--- config.mk ---
export PLATFORM = sky130hd
export DESIGN_NAME = speed_command_line_parser
export DESIGN_NICKNAME = d
export VERILOG_FILES = /design/src/hw/rtl/scl_pkg.sv /design/src/hw/rtl/speed_command_line_parser.sv /design/src/hw/rtl/scl_line.sv
export SDC_FILE = /design/constraint.sdc
export NUM_CORES = 1
export LEC_CHECK = 0
export ABC_CLOCK_PERIOD_IN_PS = 10000
export BUFFER_PORTS_ARGS = -buffer_cell sky130_fd_sc_hd__buf_2
export CORE_MARGIN = 8
export CORE_UTILIZATION = 65
export CTS_CLUSTER_DIAMETER = 120
export DETAILED_ROUTE_END_ITERATION = 10
export PLACE_DENSITY = 0.87
export SYNTH_ARGS = -nofsm -noshare
export SYNTH_HDL_FRONTEND = slang
export SYNTH_SLANG_ARGS = --single-unit
--- constraint.sdc ---
create_clock -name clk -period 10 [get_ports clk]
set_clock_uncertainty 0.15 [all_clocks]
set_input_delay 1 -clock clk [delete_from_list [all_inputs] [get_ports clk]]
set_output_delay 1 -clock clk [all_outputs]
set_load 0.01 [all_outputs]
--- src/hw/rtl/scl_pkg.sv ---
// ----------------------------------------------------------------------------
// scl_pkg: speed command line parser package
// Character codes, line sizing, parse phases and the line result record
// shared by the parser modules.
// ----------------------------------------------------------------------------
package scl_pkg;

  // Line store sizing: a line holds up to LINE_CAPACITY-1 characters
  localparam int LINE_CAPACITY = 32;
  localparam int LEN_W         = $clog2(LINE_CAPACITY);

  localparam int BYTE_W  = 8;
  localparam int MAG_W   = 15;
  localparam int SPEED_W = 16;

  localparam logic [LEN_W-1:0] LINE_LAST      = LEN_W'(LINE_CAPACITY - 1);
  localparam logic [LEN_W-1:0] MIN_OK_LENGTH  = LEN_W'(4);
  localparam logic [LEN_W-1:0] POS_SECOND     = LEN_W'(1);
  localparam logic [LEN_W-1:0] POS_THIRD      = LEN_W'(2);

  localparam logic [MAG_W-1:0] MAG_MAX           = 15'd32767;
  localparam logic [MAG_W-1:0] SPEED_LIMIT_RESET = 15'd1000;

  // Character codes
  localparam logic [BYTE_W-1:0] CHAR_AT    = 8'h40;
  localparam logic [BYTE_W-1:0] CHAR_V     = 8'h76;
  localparam logic [BYTE_W-1:0] CHAR_SPACE = 8'h20;
  localparam logic [BYTE_W-1:0] CHAR_CR    = 8'h0d;
  localparam logic [BYTE_W-1:0] CHAR_LF    = 8'h0a;
  localparam logic [BYTE_W-1:0] CHAR_TAB   = 8'h09;
  localparam logic [BYTE_W-1:0] CHAR_VT    = 8'h0b;
  localparam logic [BYTE_W-1:0] CHAR_FF    = 8'h0c;
  localparam logic [BYTE_W-1:0] CHAR_PLUS  = 8'h2b;
  localparam logic [BYTE_W-1:0] CHAR_MINUS = 8'h2d;
  localparam logic [BYTE_W-1:0] CHAR_ZERO  = 8'h30;
  localparam logic [BYTE_W-1:0] CHAR_NINE  = 8'h39;

  typedef enum logic [1:0] {
    PH_SKIP   = 2'd0,
    PH_DIGITS = 2'd1,
    PH_DONE   = 2'd2
  } phase_t;

  // What the line logic reports for one byte
  typedef struct packed {
    logic             eol;       // byte ended the line: one result
    logic             ok;        // line matched the command prefix
    logic             negative;
    logic [MAG_W-1:0] magnitude;
  } line_result_t;

  function automatic logic is_eol(input logic [BYTE_W-1:0] c);
    return (c == CHAR_CR) || (c == CHAR_LF);
  endfunction

endpackage

--- src/hw/rtl/speed_command_line_parser.sv ---
// ----------------------------------------------------------------------------
// speed_command_line_parser: '@v <int>' speed command parser
// A CR/LF byte is held in the input register, and its line result is then
// registered in the output register.
// Throughput: one byte per cycle; a CR/LF byte waits in the input register only
// while the output register holds a result not yet taken.
// Reset (rst, synchronous): line cleared, no transaction pending, speed_limit=1000.
// ----------------------------------------------------------------------------
module speed_command_line_parser (
  input  logic                        clk,
  input  logic                        rst,
  // received bytes
  input  logic                        in_valid,
  output logic                        in_ready,
  input  logic [scl_pkg::BYTE_W-1:0]  rx_byte,
  // results
  output logic                        out_valid,
  input  logic                        out_ready,
  output logic                        status,
  output logic [scl_pkg::SPEED_W-1:0] speed,
  // speed_limit register
  input  logic                        cfg_we,
  input  logic [scl_pkg::MAG_W-1:0]   cfg_wdata
);
  import scl_pkg::*;

  logic [MAG_W-1:0]   speed_limit;

  // input register
  logic               byte_valid;
  logic [BYTE_W-1:0]  byte_q;

  line_result_t       line_res;
  logic               out_free;
  logic               proceed;
  logic               in_accept;

  logic [MAG_W-1:0]   mag_clamped;
  logic [SPEED_W-1:0] speed_next;

  // Only a line end needs the output slot; other bytes always move on.
  assign out_free  = !out_valid || out_ready;
  assign proceed   = byte_valid && (!line_res.eol || out_free);
  assign in_ready  = !byte_valid || proceed;
  assign in_accept = in_valid && in_ready;

  always_ff @(posedge clk) begin
    if (rst) begin
      speed_limit <= SPEED_LIMIT_RESET;
    end else if (cfg_we) begin
      speed_limit <= cfg_wdata;
    end
  end

  always_ff @(posedge clk) begin
    if (rst) begin
      byte_valid <= 1'b0;
    end else if (in_accept) begin
      byte_valid <= 1'b1;
    end else if (proceed) begin
      byte_valid <= 1'b0;
    end
  end

  always_ff @(posedge clk) begin
    if (in_accept) begin
      byte_q <= rx_byte;
    end
  end

  scl_line u_line (
    .clk    (clk),
    .rst    (rst),
    .step   (proceed),
    .ch     (byte_q),
    .result (line_res)
  );

  // Symmetric clamp: |speed| = min(magnitude, limit), sign reapplied after.
  always_comb begin
    if (!line_res.ok) begin
      mag_clamped = '0;
    end else if (line_res.magnitude > speed_limit) begin
      mag_clamped = speed_limit;
    end else begin
      mag_clamped = line_res.magnitude;
    end
    speed_next = line_res.negative ? (SPEED_W'(0) - {1'b0, mag_clamped})
                                   : {1'b0, mag_clamped};
  end

  // output register
  always_ff @(posedge clk) begin
    if (rst) begin
      out_valid <= 1'b0;
    end else if (proceed && line_res.eol) begin
      out_valid <= 1'b1;
    end else if (out_ready) begin
      out_valid <= 1'b0;
    end
  end

  always_ff @(posedge clk) begin
    if (proceed && line_res.eol) begin
      status <= !line_res.ok;
      speed  <= speed_next;
    end
  end

  a_invalid_zero: assert property (@(posedge clk) disable iff (rst)
    out_valid && status |-> speed == '0)
    else $error("invalid-format transaction with non-zero speed");

  a_within_limit: assert property (@(posedge clk) disable iff (rst)
    out_valid && !status && !$past(cfg_we) |->
      $signed(speed) <= $signed({1'b0, speed_limit}) &&
      $signed(speed) >= -$signed({1'b0, speed_limit}))
    else $error("speed outside the configured limit");

  a_stall_reason: assert property (@(posedge clk) disable iff (rst)
    !in_ready |-> byte_valid && line_res.eol && out_valid && !out_ready)
    else $error("input stalled without a blocked line end");

  a_result_from_eol: assert property (@(posedge clk) disable iff (rst)
    $rose(out_valid) |-> $past(proceed && line_res.eol))
    else $error("result without a line end");

endmodule

--- src/hw/rtl/scl_line.sv ---
// ----------------------------------------------------------------------------
// scl_line: line tracker
// Holds the running state of the current line (length, prefix flags and the
// atoi-style number parse) and reports the line outcome on CR or LF.
// ----------------------------------------------------------------------------
module scl_line (
  input  logic                       clk,
  input  logic                       rst,
  input  logic                       step,
  input  logic [scl_pkg::BYTE_W-1:0] ch,
  output scl_pkg::line_result_t      result
);
  import scl_pkg::*;

  logic [LEN_W-1:0] line_length, line_length_next;
  logic             first_is_at, first_is_at_next;
  logic             second_is_v, second_is_v_next;
  logic             third_is_space, third_is_space_next;
  phase_t           number_phase, number_phase_next;
  logic             value_negative, value_negative_next;
  logic [MAG_W-1:0] value_magnitude, value_magnitude_next;

  logic             is_ws, is_sign, is_digit;
  logic [MAG_W+3:0] mag_wide;

  assign is_ws    = (ch == CHAR_SPACE) || (ch == CHAR_TAB) || (ch == CHAR_VT) ||
                    (ch == CHAR_FF);
  assign is_sign  = (ch == CHAR_PLUS) || (ch == CHAR_MINUS);
  assign is_digit = (ch >= CHAR_ZERO) && (ch <= CHAR_NINE);

  // mag*10 + digit, at most 327679
  assign mag_wide = ({4'b0, value_magnitude} << 3) + ({4'b0, value_magnitude} << 1) +
                    {{MAG_W{1'b0}}, ch[3:0]};

  assign result.eol       = is_eol(ch);
  assign result.ok        = (line_length >= MIN_OK_LENGTH) && first_is_at &&
                            second_is_v && third_is_space;
  assign result.negative  = value_negative;
  assign result.magnitude = value_magnitude;

  always_comb begin
    line_length_next     = line_length;
    first_is_at_next     = first_is_at;
    second_is_v_next     = second_is_v;
    third_is_space_next  = third_is_space;
    number_phase_next    = number_phase;
    value_negative_next  = value_negative;
    value_magnitude_next = value_magnitude;

    if (ch == CHAR_AT || is_eol(ch) || line_length >= LINE_LAST) begin
      // restart, end of line, or overflow: all clear the line
      line_length_next     = '0;
      first_is_at_next     = 1'b0;
      second_is_v_next     = 1'b0;
      third_is_space_next  = 1'b0;
      number_phase_next    = PH_SKIP;
      value_negative_next  = 1'b0;
      value_magnitude_next = '0;
      if (ch == CHAR_AT) begin
        first_is_at_next = 1'b1;
        line_length_next = LEN_W'(1);
      end
    end else begin
      line_length_next = line_length + LEN_W'(1);
      if (line_length == '0) begin
        first_is_at_next = 1'b0;
      end else if (line_length == POS_SECOND) begin
        second_is_v_next = (ch == CHAR_V);
      end else if (line_length == POS_THIRD) begin
        third_is_space_next = (ch == CHAR_SPACE);
      end else if (number_phase == PH_SKIP && is_ws) begin
        // leading whitespace
      end else if (number_phase == PH_SKIP && is_sign) begin
        value_negative_next = (ch == CHAR_MINUS);
        number_phase_next   = PH_DIGITS;
      end else if (number_phase == PH_DONE) begin
        // number already ended
      end else if (!is_digit) begin
        number_phase_next = PH_DONE;
      end else begin
        number_phase_next    = PH_DIGITS;
        value_magnitude_next = (mag_wide > {4'b0, MAG_MAX}) ? MAG_MAX
                                                           : mag_wide[MAG_W-1:0];
      end
    end
  end

  always_ff @(posedge clk) begin
    if (rst) begin
      line_length     <= '0;
      first_is_at     <= 1'b0;
      second_is_v     <= 1'b0;
      third_is_space  <= 1'b0;
      number_phase    <= PH_SKIP;
      value_negative  <= 1'b0;
      value_magnitude <= '0;
    end else if (step) begin
      line_length     <= line_length_next;
      first_is_at     <= first_is_at_next;
      second_is_v     <= second_is_v_next;
      third_is_space  <= third_is_space_next;
      number_phase    <= number_phase_next;
      value_negative  <= value_negative_next;
      value_magnitude <= value_magnitude_next;
    end
  end

  a_len_bound: assert property (@(posedge clk) disable iff (rst)
    line_length <= LINE_LAST)
    else $error("line length beyond capacity");

  a_at_restart: assert property (@(posedge clk) disable iff (rst)
    step && ch == CHAR_AT |=> line_length == LEN_W'(1) && first_is_at)
    else $error("'@' did not restart the line");

  a_empty_line: assert property (@(posedge clk) disable iff (rst)
    line_length == '0 |-> !first_is_at && !second_is_v && !third_is_space &&
                          value_magnitude == '0)
    else $error("empty line carries stale state");

endmodule
==> flow_summary.toml, run 1 <==
[critical_path]
critPathLaunchType = "flip-flop"
cp_max_fo = 36
crit_type = "flip-flop to flip-flop"
endpoint_kind = "flip-flop"
cp.required_ns = 10.02
cp.arrival_ns = 3.78

[cells_and_area]
final_net_count = 655
syn2layout_area_growth_pct = 9.86
fin_area_mm2 = 0.00527
diodes = 0
nFillCells = 540
drive_above_1_share_pct = 14.8

[floorplanning]
start_util_pct = 66.5
coreArea_mm2 = 0.00721
rows = 31
die-area_mm2 = 0.0104
io_pins = 47
die_x_um = 102
die_y_um = 102

[sta]
final-setup-viol-count = 0
min_period_ns = 3.76
slew_headroom_pct = 26.5
whs_ns = 0.334
finalCritPeriodShare_pct = 37.6
fin_ws_ns = 6.24
tns_ns = 0
rsz0062_at_grt = "false"
worst_pin_slew_ns = 1.10
hold_violations = 0
slew_violations = 0
fmax_mhz = 266

[logic_synthesis]
yosys.cell_types.count = 73
netlist_instances = 531
async_flop_share_pct = 0
ys_top_cells_by_count = "58 x nor2_1, 50 x ha_1, 43 x dfxtp_1, 43 x nand2_1, 35 x inv_1"
seq_area_frac_synth_pct = 33.6
synth_top_area_share_pct = 18.0
synth_top_cell_by_area = "dfxtp_1"
synth_area_leaders = "dfxtp_1 18%, edfxtp_1 16%, ha_1 13%"
synth_edf_count = 25
yosys_most_used_dff = "dfxtp_1"
synth.most_common_cell = "nor2_1"
ys_warn_count = 0
ys_ff_latch = 68
avgSynthCellArea_um2 = 9.03
synth_nets = 611
netlist_area_mm2 = 0.00479

[global_routing]
grt_max_degree = 37
antenna_found_initial = 0
grt_pass1_wl_um = 18000
grt_usage_pct = 21.6
grt_overflow = 0
grt_pass1_vias = 3877

[placement]
dpl_cell_area_mm2 = 0.00508
gp_congestion = 0.900
dp_worst_setup_slack_ns = 6.30
dp_hpwl_um = 8410
io_buffers = 46

[worst_hold_path]
worstHoldPathType = "flip-flop to flip-flop"

[route]
wirelength_um = 11000
drc = 0
route.vias.total = 4174
drt_iter0_drc = 254
first_pass_iters = 5
ant_nets = 0
via_per_inst = 6.15
wire_per_inst_um = 16.2

[clocking]
htree_levels = 3
tritoncts = "built"
tritoncts.num_buffers = 9
clockBufferDepth = 2
clk_pin_slew_ns = 0.08
root_buffer = "clkbuf_8"
post-cts-setup-buffers = 0
cts_hold_buf = 0
clkLatencyLatePin_ns = 0.35
cts.repair.resized = 0
clock_sinks = 68

[job]
max-cap-violations = 0

[power_and_ir_drop]
power.density_mw_per_mm2 = 108
power_leakage_nw = 2.24
ir_drop_uv = 67.0

[run_status]
outcome = "finished clean"
-- metal layers --
metal / part of all wire (%) / GRT usage [%] / vias to the layer above
met5: 0 / 0 / -
met4: 2.4 / 11.1 / 0
met3: 6.1 / 3.47 / 24
met2: 47 / 34.1 / 166
met1: 45 / 28.1 / 1927
li1: - / - / 2057
-- area by class of cell --
class	count	area [um^2]	share of cell area, %
clock buffers	10	128	2.42
clock inverters	6	63.8	1.21
flip-flops and latches	68	1610	30.6
inverters	37	139	2.64
multi-input cells	412	2960	56.3
repair buffers	47	238	4.51
well taps	99	124	2.35
-- path summary, 6_finish.rpt --
kind                                             from                    end  slack (ns)  cells past startpoint
worst max register to register         speed_limit[2]               speed[6]        6.24                     12
worst min register to register  u_line.third_is_space  u_line.third_is_space        0.33                      2
worst max-delay path                   speed_limit[2]               speed[6]        6.24                     12
worst min-delay path            u_line.third_is_space  u_line.third_is_space        0.33                      2
-- flip-flops by register name (all words and copies together), names as in the netlist, 2 cells and up --
| register | cells |
|---|---|
| speed | 16 |
| speed_limit | 15 |
| u_line.value_magnitude | 15 |
| byte_q | 8 |
| u_line.line_length | 5 |
| u_line.number_phase | 2 |
-- cells by family after synthesis --
logic type      synth area share, %
compound gates                 19.4
xor+xnor                       3.29
fa+ha+maj                      13.9
buf+inv                        4.57
flops                          33.6
mux                            6.71
simple gates                   18.6
-- cells in the final DEF, fill, tap and decap left out, types with 7 or more instances in the layout --
master and n:
mux2i_1 22, a22oi_1 11, o211ai_1 8, nor2_1 58
nand2b_1 7, inv_1 35, clkbuf_8 9, buf_2 46
nand3_1 8, a211oi_1 9, ha_1 50, nand4_1 10
o21ai_0 26, xnor2_1 17, nand2_1 43, edfxtp_1 25
dfxtp_1 43, a21oi_1 31
-- power by group --
part / internal, W / switching [W] / total [W]
sequential: 0.000293 / 0.00000923 / 0.000303
clock: 0.000115 / 0.000106 / 0.000221
combinational: 0.0000186 / 0.0000266 / 0.0000453
total: 0.000427 / 0.000142 / 0.000569
-- per-stage QoR --
step                      utilization [%]  instances  total power [W]
after floorplan                         -        531         0.000338
after global placement               70.4        663         0.000351
after detailed placement             70.4        663         0.000353
after CTS                            73.0        679         0.000571
after global routing                 73.0        679         0.000593
final                                73.0        679         0.000569
-- critical path, cell delays in order (launching register included) --
cell	delay (ns)
dfxtp_1	0.39
inv_1	0.10
ha_1	0.33
a21oi_1	0.08
a21oi_1	0.19
o31ai_2	0.11
a31oi_4	0.90
mux2_2	0.42
nand2_1	0.08
ha_1	0.29
nand2b_1	0.14
o21a_1	0.19
o221ai_1	0.19
Power figures use the tool's default switching activity.
==> inputs of run 2 (changes only) <==
--- a/config.mk
+++ b/config.mk
@@ -5,13 +5,13 @@
 export SDC_FILE = /design/constraint.sdc
 export NUM_CORES = 1
 export LEC_CHECK = 0
-export ABC_CLOCK_PERIOD_IN_PS = 10000
+export ABC_CLOCK_PERIOD_IN_PS = 3010
 export BUFFER_PORTS_ARGS = -buffer_cell sky130_fd_sc_hd__buf_2
 export CORE_MARGIN = 8
-export CORE_UTILIZATION = 65
+export CORE_UTILIZATION = 54
 export CTS_CLUSTER_DIAMETER = 120
 export DETAILED_ROUTE_END_ITERATION = 10
-export PLACE_DENSITY = 0.87
+export PLACE_DENSITY = 0.77
 export SYNTH_ARGS = -nofsm -noshare
 export SYNTH_HDL_FRONTEND = slang
 export SYNTH_SLANG_ARGS = --single-unit
==> constraint.sdc (replaced) <==
create_clock -name clk -period 3.01 [get_ports clk]
set_clock_uncertainty 0.15 [all_clocks]
set_input_delay 0.301 -clock clk [delete_from_list [all_inputs] [get_ports clk]]
set_output_delay 0.301 -clock clk [all_outputs]
set_load 0.01 [all_outputs]
==> flow_summary.toml, run 2 (synthesized netlist as in run 1, its figures left out) <==
[run_status]
outcome = "complete, but fails checks"
violations = "setup timing"

[sta]
final-setup-viol-count = 4
hold_violations = 0
slew_headroom_pct = 30.1
worst_pin_slew_ns = 1.05
finalCritPeriodShare_pct = 103
slew_violations = 0
fin_ws_ns = -0.0985
rsz0062_at_grt = "true"
min_period_ns = 3.11
fmax_mhz = 322

[power_and_ir_drop]
ir_drop_uv = 214
power_leakage_nw = 2.55
power.density_mw_per_mm2 = 334

[clocking]
htree_levels = 3
tritoncts = "built"
tritoncts.num_buffers = 9
root_buffer = "clkbuf_8"
clkLatencyLatePin_ns = 0.36
clockBufferDepth = 2
clk_pin_slew_ns = 0.08
clock_sinks = 68

[cells_and_area]
layout_commonest_cell = "nor2_1"
mostFrequentLayoutCells = "58 x nor2_1, 48 x buf_4, 46 x buf_2, 44 x ha_1, 42 x nand2_1"
ff_latch_area_mm2 = 0.00162
reg.largest.list = "speed: 16 flops, speed_limit: 15 flops, u_line.value_magnitude: 15 flops"
syn2layout_area_growth_pct = 23.1
largest_register = "speed"
diodes = 0
largest_register_ffs = 16
nFillCells = 663
final_net_count = 711
drive_above_1_share_pct = 26.9
utilization_pct = 68.0
multi_input_area_mm2 = 0.00312

[route]
route.vias.total = 4473
drc = 0
ant_nets = 0
drt_iter0_drc = 263
via_per_inst = 6.01
first_pass_iters = 5
wirelength_um = 12500
wire_per_inst_um = 16.8

[critical_path]
cp.required_ns = 3.10
max_stage_delay_ns = 0.56
worst_path_most_repeated_cell = "inv_2"
crit_type = "flip-flop to flip-flop"
cpLargestDelayFamily = "compound AO/OA/AOI/OAI gates"
slowest_stage = "fa_2"
worst-path-buf-inv = 2
endpoint_kind = "flip-flop"
critPathLaunchType = "flip-flop"
cp_max_fo = 4
cp.arrival_ns = 3.20
worstPathCellList = "inv_2 > fa_2 > inv_2 > ha_4 > a211oi_2 > o211ai_1 > a21oi_2 > o21ai_1 > mux2i_1 > nand4_1 > or2_4 > o221a_1"

[placement]
dp_worst_setup_slack_ns = -0.114
io_buffers = 46
gp_congestion = 0.893
dp_hpwl_um = 9290

[floorplanning]
die_x_um = 110
die_y_um = 110
rows = 34
coreArea_mm2 = 0.00868
start_util_pct = 55.2
die-area_mm2 = 0.0121
io_pins = 47

[global_routing]
grt_max_degree = 34
grt_pass1_wl_um = 19800
grt_overflow = 0
antenna_found_initial = 0
grt_usage_pct = 20.4
grt_pass1_vias = 4249

[worst_hold_path]
worstHoldPathType = "input pin to flip-flop"

[job]
max-cap-violations = 0
-- run 2: metal layers --
layer | wire [um] | global-route usage (%) | vias to the layer above
li1 | - | - | 2170
met3 | 695 | 3.37 | 28
met2 | 6180 | 35.3 | 141
met5 | 0 | 0 | -
met1 | 5400 | 24.9 | 2134
met4 | 233 | 7.33 | 0
-- run 2: area by class of cell --
type / count / area share (%)
clock inverters: 7 / 1.27
clock buffers: 9 / 2.10
multi-input cells: 412 / 52.8
well taps: 108 / 2.29
repair buffers: 103 / 11.7
inverters: 37 / 2.35
flip-flops and latches: 68 / 27.5
-- run 2: path summary, 6_finish.rpt --
check / from / cells past startpoint / to / slack (ns)
hold / removal: in_valid / 3 / byte_valid / 0.01
hold reg to reg: u_line.first_is_at / 2 / u_line.first_is_at / 0.34
setup / recovery: byte_q[3] / 12 / u_line.value_magnitude[2] / -0.1
setup reg to reg: byte_q[3] / 12 / u_line.value_magnitude[2] / -0.1
-- run 2: power breakdown --
part           switching (W)  internal (W)  total, W
clock               0.000388      0.000387  0.000774
sequential         0.0000242      0.000975  0.000999
combinational       0.000110     0.0000911  0.000201
total               0.000522       0.00145   0.00197
-- run 2: worst min-delay path, stage by stage --
cell,delay (ns)
buf_2,0.09
nor2_1,0.04
nor2_1,0.07
-- run 2: what timing repair did --
item	CTS	global route
setup endpoints to repair	16	24
pin swaps	14	13
setup buffers	4	5
hold endpoints to repair	8	0
hold buffers	8	0
resized for setup	8	28
-- run 2: through the flow --
step	cell area, um^2	TNS, ns	hold slack, ns	power [W]	cells
6_report	5900	-0.319	0.0139	0.00197	744
5_1_grt	5900	-0.909	0.0213	0.00205	744
4_1_cts	5760	-0.316	0.00104	0.00197	739
3_5_place_dp	5420	-0.451	0.329	0.00119	711
3_3_place_gp	5420	-0.0210	0.309	0.00118	711
2_1_floorplan	4820	-0.148	0.250	0.00112	531
==> inputs of run 3 (changes only) <==
--- a/config.mk
+++ b/config.mk
@@ -8,10 +8,13 @@
 export ABC_CLOCK_PERIOD_IN_PS = 3010
 export BUFFER_PORTS_ARGS = -buffer_cell sky130_fd_sc_hd__buf_2
 export CORE_MARGIN = 8
-export CORE_UTILIZATION = 54
+export CORE_UTILIZATION = 56
+export CTS_BUF_LIST = sky130_fd_sc_hd__clkbuf_4
 export CTS_CLUSTER_DIAMETER = 120
 export DETAILED_ROUTE_END_ITERATION = 10
-export PLACE_DENSITY = 0.77
+export PLACE_DENSITY = 0.79
+export RECOVER_POWER = 50
+export SKIP_LAST_GASP = 1
 export SYNTH_ARGS = -nofsm -noshare
 export SYNTH_HDL_FRONTEND = slang
 export SYNTH_SLANG_ARGS = --single-unit
==> flow_summary.toml, run 3 (synthesized netlist as in run 1, its figures left out) <==
[job]
max-cap-violations = 0

[clocking]
clk_pin_slew_ns = 0.12
tritoncts.num_buffers = 9
clkLatencyLatePin_ns = 0.43
clockBufferDepth = 2
tritoncts = "built"
root_buffer = "clkbuf_4"
clock_sinks = 68
htree_levels = 3

[floorplanning]
io_pins = 47
die_x_um = 109
rows = 33
start_util_pct = 58.1
die_y_um = 109
coreArea_mm2 = 0.00826
die-area_mm2 = 0.0118

[cells_and_area]
fin_area_mm2 = 0.00589
syn2layout_area_growth_pct = 22.9
largest_register = "speed"
largest_register_ffs = 16
layout_commonest_cell = "nor2_1"
utilization_pct = 71.3
mostFrequentLayoutCells = "57 x nor2_1, 48 x ha_1, 43 x nand2_1, 42 x buf_4, 36 x dfxtp_1"
reg.largest.list = "speed: 16 flops, speed_limit: 15 flops, u_line.value_magnitude: 15 flops"
drive_above_1_share_pct = 20.4
final_net_count = 723

[placement]
gp_congestion = 0.904
dpl_cell_area_mm2 = 0.00541
dp_hpwl_um = 9230
dp_worst_setup_slack_ns = -0.0793
io_buffers = 46

[critical_path]
endpoint_kind = "flip-flop"
cpLargestDelayFamily = "simple AND/OR/NAND/NOR gates"
worst-path-buf-inv = 2
slowest_stage = "edfxtp_1"
cp.arrival_ns = 3.24
max_stage_delay_ns = 0.43
critPathLaunchType = "flip-flop"
cp.required_ns = 3.19
cp_max_fo = 4
worstPathCellList = "inv_2 > fa_1 > buf_4 > fa_2 > nand2b_4 > a21oi_4 > o2111ai_1 > and3_1 > mux2i_1 > nand4_1 > or2_4 > o221a_1"
crit_type = "flip-flop to flip-flop"

[sta]
fmax_mhz = 327
rsz0062_at_grt = "true"
fin_ws_ns = -0.0520
hold_violations = 0
worst_pin_slew_ns = 1.32
final-setup-viol-count = 4
min_period_ns = 3.06
slew_violations = 0
finalCritPeriodShare_pct = 102
slew_headroom_pct = 11.8
tns_ns = -0.170

[global_routing]
antenna_found_initial = 0
grt_overflow = 0
grt_pass1_wl_um = 20200
grt_pass1_vias = 4353
grt_usage_pct = 21.3
grt_max_degree = 34

[route]
wirelength_um = 12500
first_pass_iters = 5
ant_nets = 0
via_per_inst = 6.02
wire_per_inst_um = 16.6
route.vias.total = 4537
drc = 0
drt_iter0_drc = 264

[worst_hold_path]
worstHoldPathType = "input pin to flip-flop"

[power_and_ir_drop]
ir_drop_uv = 214
power_leakage_nw = 2.52
power.density_mw_per_mm2 = 309

[run_status]
outcome = "complete, but fails checks"
violations = "setup timing"
==> run 3: repair_timing <==
| item | 4_1_cts | 5_1_grt |
|---|---|---|
| setup endpoints to repair | 17 | 25 |
| setup buffers | 5 | 1 |
| resized for setup | 6 | 18 |
| hold endpoints to repair | 24 | 0 |
| hold buffers | 24 | 0 |
| pin swaps | 14 | 13 |
==> run 3: power breakdown <==
group | internal, W | switching [W] | total [W] | leakage (nW)
logic | 0.0000978 | 0.000110 | 0.000208 | 1.89
clock network | 0.000262 | 0.000352 | 0.000614 | 0.0728
registers | 0.000975 | 0.0000237 | 0.000999 | 0.556
==> run 3: final timing paths <==
kind	depth (start not counted)	slack, ns	end	from
max	12	-0.05	u_line.value_magnitude[12]	byte_q[3]
min	3	0.07	out_valid	out_ready
max reg2reg	12	-0.05	u_line.value_magnitude[12]	byte_q[3]
min reg2reg	2	0.34	u_line.third_is_space	u_line.third_is_space
==> run 3: final cells by class <==
class,count,area (um^2)
Multi-Input combinational cell,412,3070
Fill cell,614,2370
Sequential cell,68,1620
Timing Repair Buffer,115,790
Inverter,37,139
Tap cell,105,131
Clock buffer,10,75.1
Clock inverter,6,63.8
Antenna cell,1,2.50
==> run 3: metrics by stage <==
stage	cells	hold slack, ns	total power, W
after floorplan	531	0.250	0.00112
after global placement	707	0.308	0.00118
after detailed placement	707	0.317	0.00119
after CTS	752	0.0558	0.00182
after global routing	753	0.0801	0.00188
final	754	0.0741	0.00182
==> run 3: tightest hold or removal path: stages <==
cell      delay [ns]
buf_2           0.07
nand2b_1        0.16
a21oi_1         0.08
==> run 3: layer usage <==
layer,share of wire [%],GRT usage [%],vias to the layer above
li1,-,-,2192
met4,3.1,10.2,0
met3,5.8,4.16,35
met2,48,35.3,168
met5,0,0,-
met1,44,26.0,2142
